### src/rtl/opd_pkg.sv
// Shared types and constants for the obstacle proximity detector.
// No dependencies; every rtl file imports this package.
`timescale 1ns / 1ps

package opd_pkg;

    // Configuration register indexes
    localparam int CFG_INDEX_W = 2;
    localparam logic [CFG_INDEX_W-1:0] CFG_HEIGHT_MIN     = 2'd0;
    localparam logic [CFG_INDEX_W-1:0] CFG_HEIGHT_MAX     = 2'd1;
    localparam logic [CFG_INDEX_W-1:0] CFG_FORWARD_MIN    = 2'd2;
    localparam logic [CFG_INDEX_W-1:0] CFG_NEAR_RADIUS_SQ = 2'd3;

    // Register reset values (Q5.10 m and Q10.20 m^2)
    localparam logic signed [15:0] HEIGHT_MIN_RST     = 16'sd77;
    localparam logic signed [15:0] HEIGHT_MAX_RST     = 16'sd512;
    localparam logic signed [15:0] FORWARD_MIN_RST    = 16'sd256;
    localparam logic [31:0]        NEAR_RADIUS_SQ_RST = 32'd946340;

    // Kept-point counter saturates at the smaller of COUNT_MAX and the field range
    localparam int unsigned COUNT_MAX   = 65535;
    localparam logic [15:0] COUNT_LIMIT = 16'((COUNT_MAX > 65535) ? 65535 : COUNT_MAX);

    localparam logic [31:0] DIST_NONE = '1;

    // Word widths
    localparam int IN_DATA_W  = 48;
    localparam int OUT_DATA_W = 72;

    typedef struct packed {
        logic signed [15:0] height_min;
        logic signed [15:0] height_max;
        logic signed [15:0] forward_min;
        logic [31:0]        near_radius_sq;
    } cfg_regs_t;

    // Word after the squaring stage
    typedef struct packed {
        logic               valid;
        logic               last;
        logic signed [15:0] z;
        logic               range_ok;
        logic [31:0]        sq_x;
        logic [31:0]        sq_y;
    } sq_stage_t;

    // Word after the distance gate
    typedef struct packed {
        logic               valid;
        logic               last;
        logic signed [15:0] z;
        logic               kept;
        logic [31:0]        dist_sq;
    } gate_stage_t;

endpackage

### src/rtl/opd_square.sv
// Input register, box tests on height and forward coordinate, and the two squarers.
// Depends on opd_pkg.
`timescale 1ns / 1ps

module opd_square
    import opd_pkg::*;
(
    input  logic                 clk,
    input  logic                 rst_n,
    input  logic                 advance,
    input  logic                 in_valid,
    input  logic [IN_DATA_W-1:0] in_data,
    input  logic                 in_last,
    input  cfg_regs_t            cfg,
    output sq_stage_t            sq_out
);

    logic               valid_reg;
    logic               last_reg;
    logic signed [15:0] x_reg;
    logic signed [15:0] y_reg;
    logic signed [15:0] z_reg;

    sq_stage_t          sq_reg;
    sq_stage_t          sq_next;
    logic signed [31:0] prod_x;
    logic signed [31:0] prod_y;

    // Capture the incoming word
    always_ff @(posedge clk or negedge rst_n)
    begin
        if (!rst_n)
        begin
            valid_reg <= 1'b0;
        end
        else if (advance)
        begin
            valid_reg <= in_valid;
        end
    end

    always_ff @(posedge clk)
    begin
        if (advance)
        begin
            x_reg    <= in_data[15:0];
            y_reg    <= in_data[31:16];
            z_reg    <= in_data[47:32];
            last_reg <= in_last;
        end
    end

    // Square both planar coordinates; (-2^15)^2 still fits in 31 bits
    assign prod_x = x_reg * x_reg;
    assign prod_y = y_reg * y_reg;

    always_comb
    begin
        sq_next.valid    = valid_reg;
        sq_next.last     = last_reg;
        sq_next.z        = z_reg;
        sq_next.range_ok = (z_reg > cfg.height_min) && (z_reg < cfg.height_max)
                           && (x_reg > cfg.forward_min);
        sq_next.sq_x     = 32'(unsigned'(prod_x));
        sq_next.sq_y     = 32'(unsigned'(prod_y));
    end

    // Hold the squares for the gate stage
    always_ff @(posedge clk or negedge rst_n)
    begin
        if (!rst_n)
        begin
            sq_reg <= '0;
        end
        else if (advance)
        begin
            sq_reg <= sq_next;
        end
    end

    assign sq_out = sq_reg;

endmodule

### src/rtl/opd_gate.sv
// Planar distance sum and radius compare; decides whether a point is kept.
// Depends on opd_pkg.
`timescale 1ns / 1ps

module opd_gate
    import opd_pkg::*;
(
    input  logic        clk,
    input  logic        rst_n,
    input  logic        advance,
    input  logic [31:0] near_radius_sq,
    input  sq_stage_t   sq_in,
    output gate_stage_t gate_out
);

    gate_stage_t gate_reg;
    logic [31:0] dist_sq;

    // Sum is at most 2^31, so 32 bits hold it exactly
    assign dist_sq = sq_in.sq_x + sq_in.sq_y;

    always_ff @(posedge clk or negedge rst_n)
    begin
        if (!rst_n)
        begin
            gate_reg <= '0;
        end
        else if (advance)
        begin
            gate_reg.valid   <= sq_in.valid;
            gate_reg.last    <= sq_in.last;
            gate_reg.z       <= sq_in.z;
            gate_reg.kept    <= sq_in.range_ok && (dist_sq < near_radius_sq);
            gate_reg.dist_sq <= dist_sq;
        end
    end

    assign gate_out = gate_reg;

endmodule

### src/rtl/opd_track.sv
// Per-cloud running minimum, kept counter and the output word register.
// Depends on opd_pkg.
`timescale 1ns / 1ps

module opd_track
    import opd_pkg::*;
(
    input  logic                  clk,
    input  logic                  rst_n,
    input  logic                  advance,
    input  gate_stage_t           gate_in,
    output logic                  out_valid,
    output logic [OUT_DATA_W-1:0] out_data,
    output logic                  out_last
);

    logic               best_valid_dummy;
    logic [31:0]        best_dist_reg;
    logic [31:0]        best_dist_next;
    logic signed [15:0] best_height_reg;
    logic signed [15:0] best_height_next;
    logic               near_seen_reg;
    logic               near_seen_next;
    logic [15:0]        kept_total_reg;
    logic [15:0]        kept_total_next;
    logic               closer;

    logic               out_valid_reg;
    logic               out_last_reg;
    logic               kept_out_reg;
    logic               prox_out_reg;
    logic [31:0]        dist_out_reg;
    logic signed [15:0] height_out_reg;
    logic [15:0]        count_out_reg;

    // Fold this point into the cloud summary; ties keep the earlier point
    assign closer           = gate_in.kept && (gate_in.dist_sq < best_dist_reg);
    assign best_dist_next   = closer ? gate_in.dist_sq : best_dist_reg;
    assign best_height_next = closer ? gate_in.z : best_height_reg;
    assign near_seen_next   = near_seen_reg | gate_in.kept;
    assign kept_total_next  = (gate_in.kept && (kept_total_reg < COUNT_LIMIT))
                              ? kept_total_reg + 16'd1 : kept_total_reg;
    assign best_valid_dummy = gate_in.valid && advance;

    // Update summary state; clear it after the last point of a cloud
    always_ff @(posedge clk or negedge rst_n)
    begin
        if (!rst_n)
        begin
            best_dist_reg   <= DIST_NONE;
            best_height_reg <= '0;
            near_seen_reg   <= 1'b0;
            kept_total_reg  <= '0;
            out_valid_reg   <= 1'b0;
        end
        else if (advance)
        begin
            out_valid_reg <= gate_in.valid;
            if (best_valid_dummy)
            begin
                if (gate_in.last)
                begin
                    best_dist_reg   <= DIST_NONE;
                    best_height_reg <= '0;
                    near_seen_reg   <= 1'b0;
                    kept_total_reg  <= '0;
                end
                else
                begin
                    best_dist_reg   <= best_dist_next;
                    best_height_reg <= best_height_next;
                    near_seen_reg   <= near_seen_next;
                    kept_total_reg  <= kept_total_next;
                end
            end
        end
    end

    // Output word: summary fields only on the last point, zero otherwise
    always_ff @(posedge clk)
    begin
        if (advance)
        begin
            out_last_reg <= gate_in.last;
            kept_out_reg <= gate_in.kept;
            if (gate_in.last)
            begin
                prox_out_reg   <= near_seen_next;
                dist_out_reg   <= best_dist_next;
                height_out_reg <= best_height_next;
                count_out_reg  <= kept_total_next;
            end
            else
            begin
                prox_out_reg   <= 1'b0;
                dist_out_reg   <= '0;
                height_out_reg <= '0;
                count_out_reg  <= '0;
            end
        end
    end

    assign out_valid = out_valid_reg;
    assign out_last  = out_last_reg;
    assign out_data  = {6'd0, count_out_reg, height_out_reg, dist_out_reg,
                        prox_out_reg, kept_out_reg};

endmodule

### src/rtl/obstacle_proximity_detector.sv
// Top level of the obstacle proximity detector: config registers, stall control, pipeline.
// Depends on opd_pkg, opd_square, opd_gate, opd_track.
//
//  channel | signals                          | word contents (low bit up)
//  --------+----------------------------------+-----------------------------------------
//  s       | s_tvalid s_tready s_tdata s_tlast| point_x, point_y, point_z; tlast=last_point
//  m       | m_tvalid m_tready m_tdata m_tlast| point_kept, proximity, nearest_dist_sq,
//          |                                  | nearest_height, kept_count; tlast=cloud_done
//  cfg     | cfg_valid cfg_ready cfg_index    | cfg_data[15:0] or [31:0] per register
//
// One word per cycle sustained while the output is not stalled; each word passes through
// the input register, squarers, distance gate and output register in turn.
// The two 16x16 squarers and the 32-bit add-and-compare set the stage lengths.
// Reset clears the pipeline, the cloud summary and loads register defaults.
// A stalled output word freezes every stage; s_tready drops in the same cycle.
`timescale 1ns / 1ps

module obstacle_proximity_detector
    import opd_pkg::*;
(
    input  logic                   clk,
    input  logic                   rst_n,
    input  logic                   s_tvalid,
    output logic                   s_tready,
    input  logic [IN_DATA_W-1:0]   s_tdata,   // point_x, point_y, point_z
    input  logic                   s_tlast,
    output logic                   m_tvalid,
    input  logic                   m_tready,
    output logic [OUT_DATA_W-1:0]  m_tdata,   // point_kept, proximity, nearest_dist_sq,
                                              // nearest_height, kept_count, zero pad
    output logic                   m_tlast,
    input  logic                   cfg_valid,
    output logic                   cfg_ready,
    input  logic [CFG_INDEX_W-1:0] cfg_index,
    input  logic [31:0]            cfg_data
);

    cfg_regs_t   cfg_reg;
    logic        advance;
    sq_stage_t   sq_stage;
    gate_stage_t gate_stage;

    // Whole pipeline moves when the output slot is free or being taken
    assign advance   = !m_tvalid || m_tready;
    assign s_tready  = advance;
    assign cfg_ready = 1'b1;

    // Configuration registers
    always_ff @(posedge clk or negedge rst_n)
    begin
        if (!rst_n)
        begin
            cfg_reg.height_min     <= HEIGHT_MIN_RST;
            cfg_reg.height_max     <= HEIGHT_MAX_RST;
            cfg_reg.forward_min    <= FORWARD_MIN_RST;
            cfg_reg.near_radius_sq <= NEAR_RADIUS_SQ_RST;
        end
        else if (cfg_valid && cfg_ready)
        begin
            case (cfg_index)
                CFG_HEIGHT_MIN:     cfg_reg.height_min     <= cfg_data[15:0];
                CFG_HEIGHT_MAX:     cfg_reg.height_max     <= cfg_data[15:0];
                CFG_FORWARD_MIN:    cfg_reg.forward_min    <= cfg_data[15:0];
                CFG_NEAR_RADIUS_SQ: cfg_reg.near_radius_sq <= cfg_data;
                default:            ;
            endcase
        end
    end

    opd_square u_square (
        .clk      (clk),
        .rst_n    (rst_n),
        .advance  (advance),
        .in_valid (s_tvalid),
        .in_data  (s_tdata),
        .in_last  (s_tlast),
        .cfg      (cfg_reg),
        .sq_out   (sq_stage)
    );

    opd_gate u_gate (
        .clk            (clk),
        .rst_n          (rst_n),
        .advance        (advance),
        .near_radius_sq (cfg_reg.near_radius_sq),
        .sq_in          (sq_stage),
        .gate_out       (gate_stage)
    );

    opd_track u_track (
        .clk       (clk),
        .rst_n     (rst_n),
        .advance   (advance),
        .gate_in   (gate_stage),
        .out_valid (m_tvalid),
        .out_data  (m_tdata),
        .out_last  (m_tlast)
    );

    // A stalled output word blocks intake
    a_stall_blocks_input: assert property (@(posedge clk) disable iff (!rst_n)
        (m_tvalid && !m_tready) |-> !s_tready)
        else $error("input accepted while output stalled");

    // Summary fields stay zero except on the last point of a cloud
    a_summary_only_on_last: assert property (@(posedge clk) disable iff (!rst_n)
        (m_tvalid && !m_tlast) |-> (m_tdata[OUT_DATA_W-1:1] == '0))
        else $error("summary fields set on a non-final point");

    // A kept final point must show up in the summary
    a_kept_implies_proximity: assert property (@(posedge clk) disable iff (!rst_n)
        (m_tvalid && m_tlast && m_tdata[0]) |-> (m_tdata[1] && (m_tdata[65:50] != '0)))
        else $error("kept final point missing from summary");

    // Empty cloud reports no distance, no height and no count
    a_empty_cloud: assert property (@(posedge clk) disable iff (!rst_n)
        (m_tvalid && m_tlast && !m_tdata[1]) |->
        ((m_tdata[33:2] == DIST_NONE) && (m_tdata[65:34] == '0)))
        else $error("empty cloud summary not in its cleared form");

endmodule
### config.mk
export PLATFORM = sky130hd
export DESIGN_NAME = obstacle_proximity_detector
export DESIGN_NICKNAME = d
export VERILOG_FILES = /design/src/rtl/opd_pkg.sv /design/src/rtl/opd_square.sv /design/src/rtl/opd_gate.sv /design/src/rtl/opd_track.sv /design/src/rtl/obstacle_proximity_detector.sv
export SDC_FILE = /design/constraint.sdc
export NUM_CORES = 2
export LEC_CHECK = 0
export ABC_CLOCK_PERIOD_IN_PS = 6700
export BUFFER_PORTS_ARGS = -buffer_cell sky130_fd_sc_hd__buf_2
export CORE_MARGIN = 2
export CORE_UTILIZATION = 60
export CTS_CLUSTER_DIAMETER = 200
export CTS_CLUSTER_SIZE = 12
export DETAILED_ROUTE_END_ITERATION = 7
export PLACE_DENSITY = 0.83
export SLEW_MARGIN = 20
export SYNTH_ARGS = -nofsm -noshare
export SYNTH_HDL_FRONTEND = slang
export SYNTH_SLANG_ARGS = --single-unit
### constraint.sdc
create_clock -name clk -period 6.7 [get_ports clk]
set_clock_uncertainty 0.1 [all_clocks]
set_input_delay 0.67 -clock clk [delete_from_list [all_inputs] [get_ports clk]]
set_output_delay 0.67 -clock clk [all_outputs]
set_load 0.02 [all_outputs]
==> results.yml <==
status:
  status: "completed"
floorplanning:
  die_area_um2: 64400
  pin_count: 164
  die_w_um: 254
  die_h_um: 254
  initial_core_util_pct: 60.7
  core-area_um2: 61700
  rows: 91
finish:
  final_cell_area_um2: 40500
  fin_nets: 4850
  fill_cells: 4694
  diodes: 0
  largest_reg_flops: 81
  syn2layout_area_growth_pct: 8.15
  drive_gt1_share_pct: 10.8
  fin_util_pct: 65.6
clock_network:
  clkTransAtPathRegs_ps: 80
  cts_buffers: 38
  cts_sinks: 395
  clkLatencyLatePin_ps: 570
  h-tree-depth: 2
  cts_max_path_buffers: 3
  cts_tree: "done"
  cts-root-buf: "clkbuf_16"
setup_path:
  cp_slowest_cell: "edfxtp_1"
  crit_type: "reg2reg"
  crit_path_start_kind: "flip-flop"
  crit_required_ps: 7020
  cp_max_fo: 10
  critPathArrivalTime_ps: 6760
  slowest_delay_ps: 690
  cp_num_buf_inv: 7
  endpoint_kind: "flip-flop"
  path_delay_family: "adder cells"
  cp_cell_sequence: "buf_4 > and2_1 > inv_1 > fa_1 > inv_1 > fa_1 > inv_1 > fa_1 > inv_1 > fa_1 > fa_1 > inv_1 > fa_1 > inv_1 > ha_1 > nand4_1 > nor3_1 > o21ai_0 > and3b_1 > o21ba_2 > xor2_1 > o21ai_0"
placement:
  dpl_cell_area_um2: 39200
  numPortBuffers: 156
  dp_slack_ps: 194
  place_congestion: 0.921
  dpl.hpwl_um: 65800
detailed_routing:
  wl_met3_um: 5310
  wl_per_cell_um: 17.6
  drtIter0Drc: 1791
  top_layer: "met4"
  drtPass1Iterations: 7
  met1_length_um: 33400
  route.detailed.drc: 0
  drt-vias-per-instance: 5.58
  ant_nets: 0
  routed_wl_um: 85400
  dr_wl_met2_um: 42400
  vias: 27000
yosys:
  syn_area_um2: 37500
  synth_flop_cell: "dfrtp_1"
  synth_area_leader_cell: "fa_1"
  avgSynthCellArea_um2: 9.72
  synthTopCellsByArea: "fa_1 (25%), dfrtp_1 (16%), ha_1 (11%)"
  synth_cell_types: 71
  ys_seq_elements: 395
  synth-edff-count: 116
  synth_top_area_share_pct: 25.0
  synth-async-reset-ratio_pct: 70.6
  ys_seq_area_share_pct: 28.1
  yosysWarnings: 0
  synth_cells: 3853
grt:
  grt_pass1_vias: 28000
  track_usage_pct: 27.6
  grt_overflow: 0
  grt_max_degree: 193
  grt_antenna_before_repair: 0
  grt_pass1_wl_um: 140000
sta:
  whs_ps: 158
  setup_violations: 0
  setup_ws_ps: 264
  fmax_mhz: 155
  finalHoldViolCount: 0
  worst_pin_slew_ps: 1040
  drv_slew: 0
  finalCritPeriodShare_pct: 96.1
  min_period_ps: 6440
  max-slew-margin-rel_pct: 31.0
run:
  cap_violations: 0
worst_hold_path:
  holdCritPathClass: "in2reg"
==> cell usage after synthesis (4+ instances only) <==
library cell	count
edfxtp_1	116
a21o_1	70
o31ai_1	7
xor2_1	42
and4_1	4
mux2i_1	8
dfrtp_1	232
dfstp_2	47
a211oi_1	37
a31o_2	12
nand3b_1	19
fa_1	467
nand2b_1	20
a21oi_1	114
a21boi_1	7
buf_1	7
nand4_1	20
and2_1	86
and3_1	9
nand3_1	44
nor3_1	69
a2111oi_0	4
o311ai_0	4
o21a_1	17
clkbuf_1	130
a31oi_1	7
buf_2	5
inv_1	762
o211ai_1	31
mux2_2	77
nor2b_1	16
buf_4	9
xnor2_1	85
nor2_1	152
or3_1	5
or2_2	4
o21bai_1	14
nor4_1	37
a21boi_0	48
ha_1	323
o21ai_0	107
nand2_1	537
==> per-stage QoR <==
step	TNS, ps	cells
floorplan	0	3858
global placement	0	4757
detailed placement	0	4757
CTS	0	4828
global route	-20.2	4839
finish	0	4839
==> area by class of cell <==
class                      count  area [um2]  share of cell area (%)
multi-input combinational   2549       23600                    58.2
sequential                   395       10500                    26.0
inverter                     763        2880                    7.10
timing repair buffer         225        1360                    3.36
clock buffer                  68        1080                    2.68
tap                          837        1050                    2.59
clock inverter                 2        32.5                  0.0803
==> path summary, 6_finish.rpt <==
path / from / endpoint / slack (ps) / cells past startpoint
max: u_square.x_reg[11] / u_square.sq_out[61] / 260 / 22
min: s_tdata[16] / u_square.y_reg[0] / 160 / 1
max reg2reg: u_square.x_reg[11] / u_square.sq_out[61] / 260 / 22
min reg2reg: u_square.last_reg / u_square.sq_out[81] / 360 / 2
max in group asynchronous: rst_n / u_square.sq_out[56] / 4740 / 3
min in group asynchronous: rst_n / u_track.best_height_reg[11] / 530 / 2
==> logic make-up after synthesis <==
family                     after synthesis  synth area share (%)
adders and majority gates              790                  35.8
AOI/OAI and AO/OA                      509                  8.98
other                                    2                0.0201
muxes                                   85                  2.53
DFF                                    395                  28.1
xor gates and xnor gates               127                  2.97
buffers and inverters                  914                  9.27
and+or+nand+nor                       1031                  12.4
==> layout by cell type, fill, tap and decap left out, types with 29 or more instances in the layout <==
cell type,instances
o21ai_0,107
xnor2_1,85
buf_2,155
nand3_1,44
clkbuf_16,39
inv_1,761
buf_4,64
dfstp_2,47
o211ai_1,31
xor2_1,42
mux2_2,77
ha_1,323
a21boi_0,48
edfxtp_1,116
nor3_1,69
a211oi_1,36
a21o_1,70
nor2_1,152
and2_1,86
fa_1,466
a21oi_1,114
dfrtp_1,231
nand2_1,536
nor4_1,37
clkbuf_1,29
==> timing repair <==
action	4_1_cts	5_1_grt
endpoints found under the setup margin	0	13
gates resized for setup	0	10
hold buffers	1	0
endpoints found under the hold margin	54	0
setup buffers	0	11
==> layer usage <==
layer	track usage [%]	up-vias
li1	-	12500
met1	35.7	13400
met2	46.5	853
met3	3.70	228
met4	12.8	0
met5	0	-
Power is not shown: default switching activity piles up to over one toggle a cycle in this logic, so the estimate is an artifact.
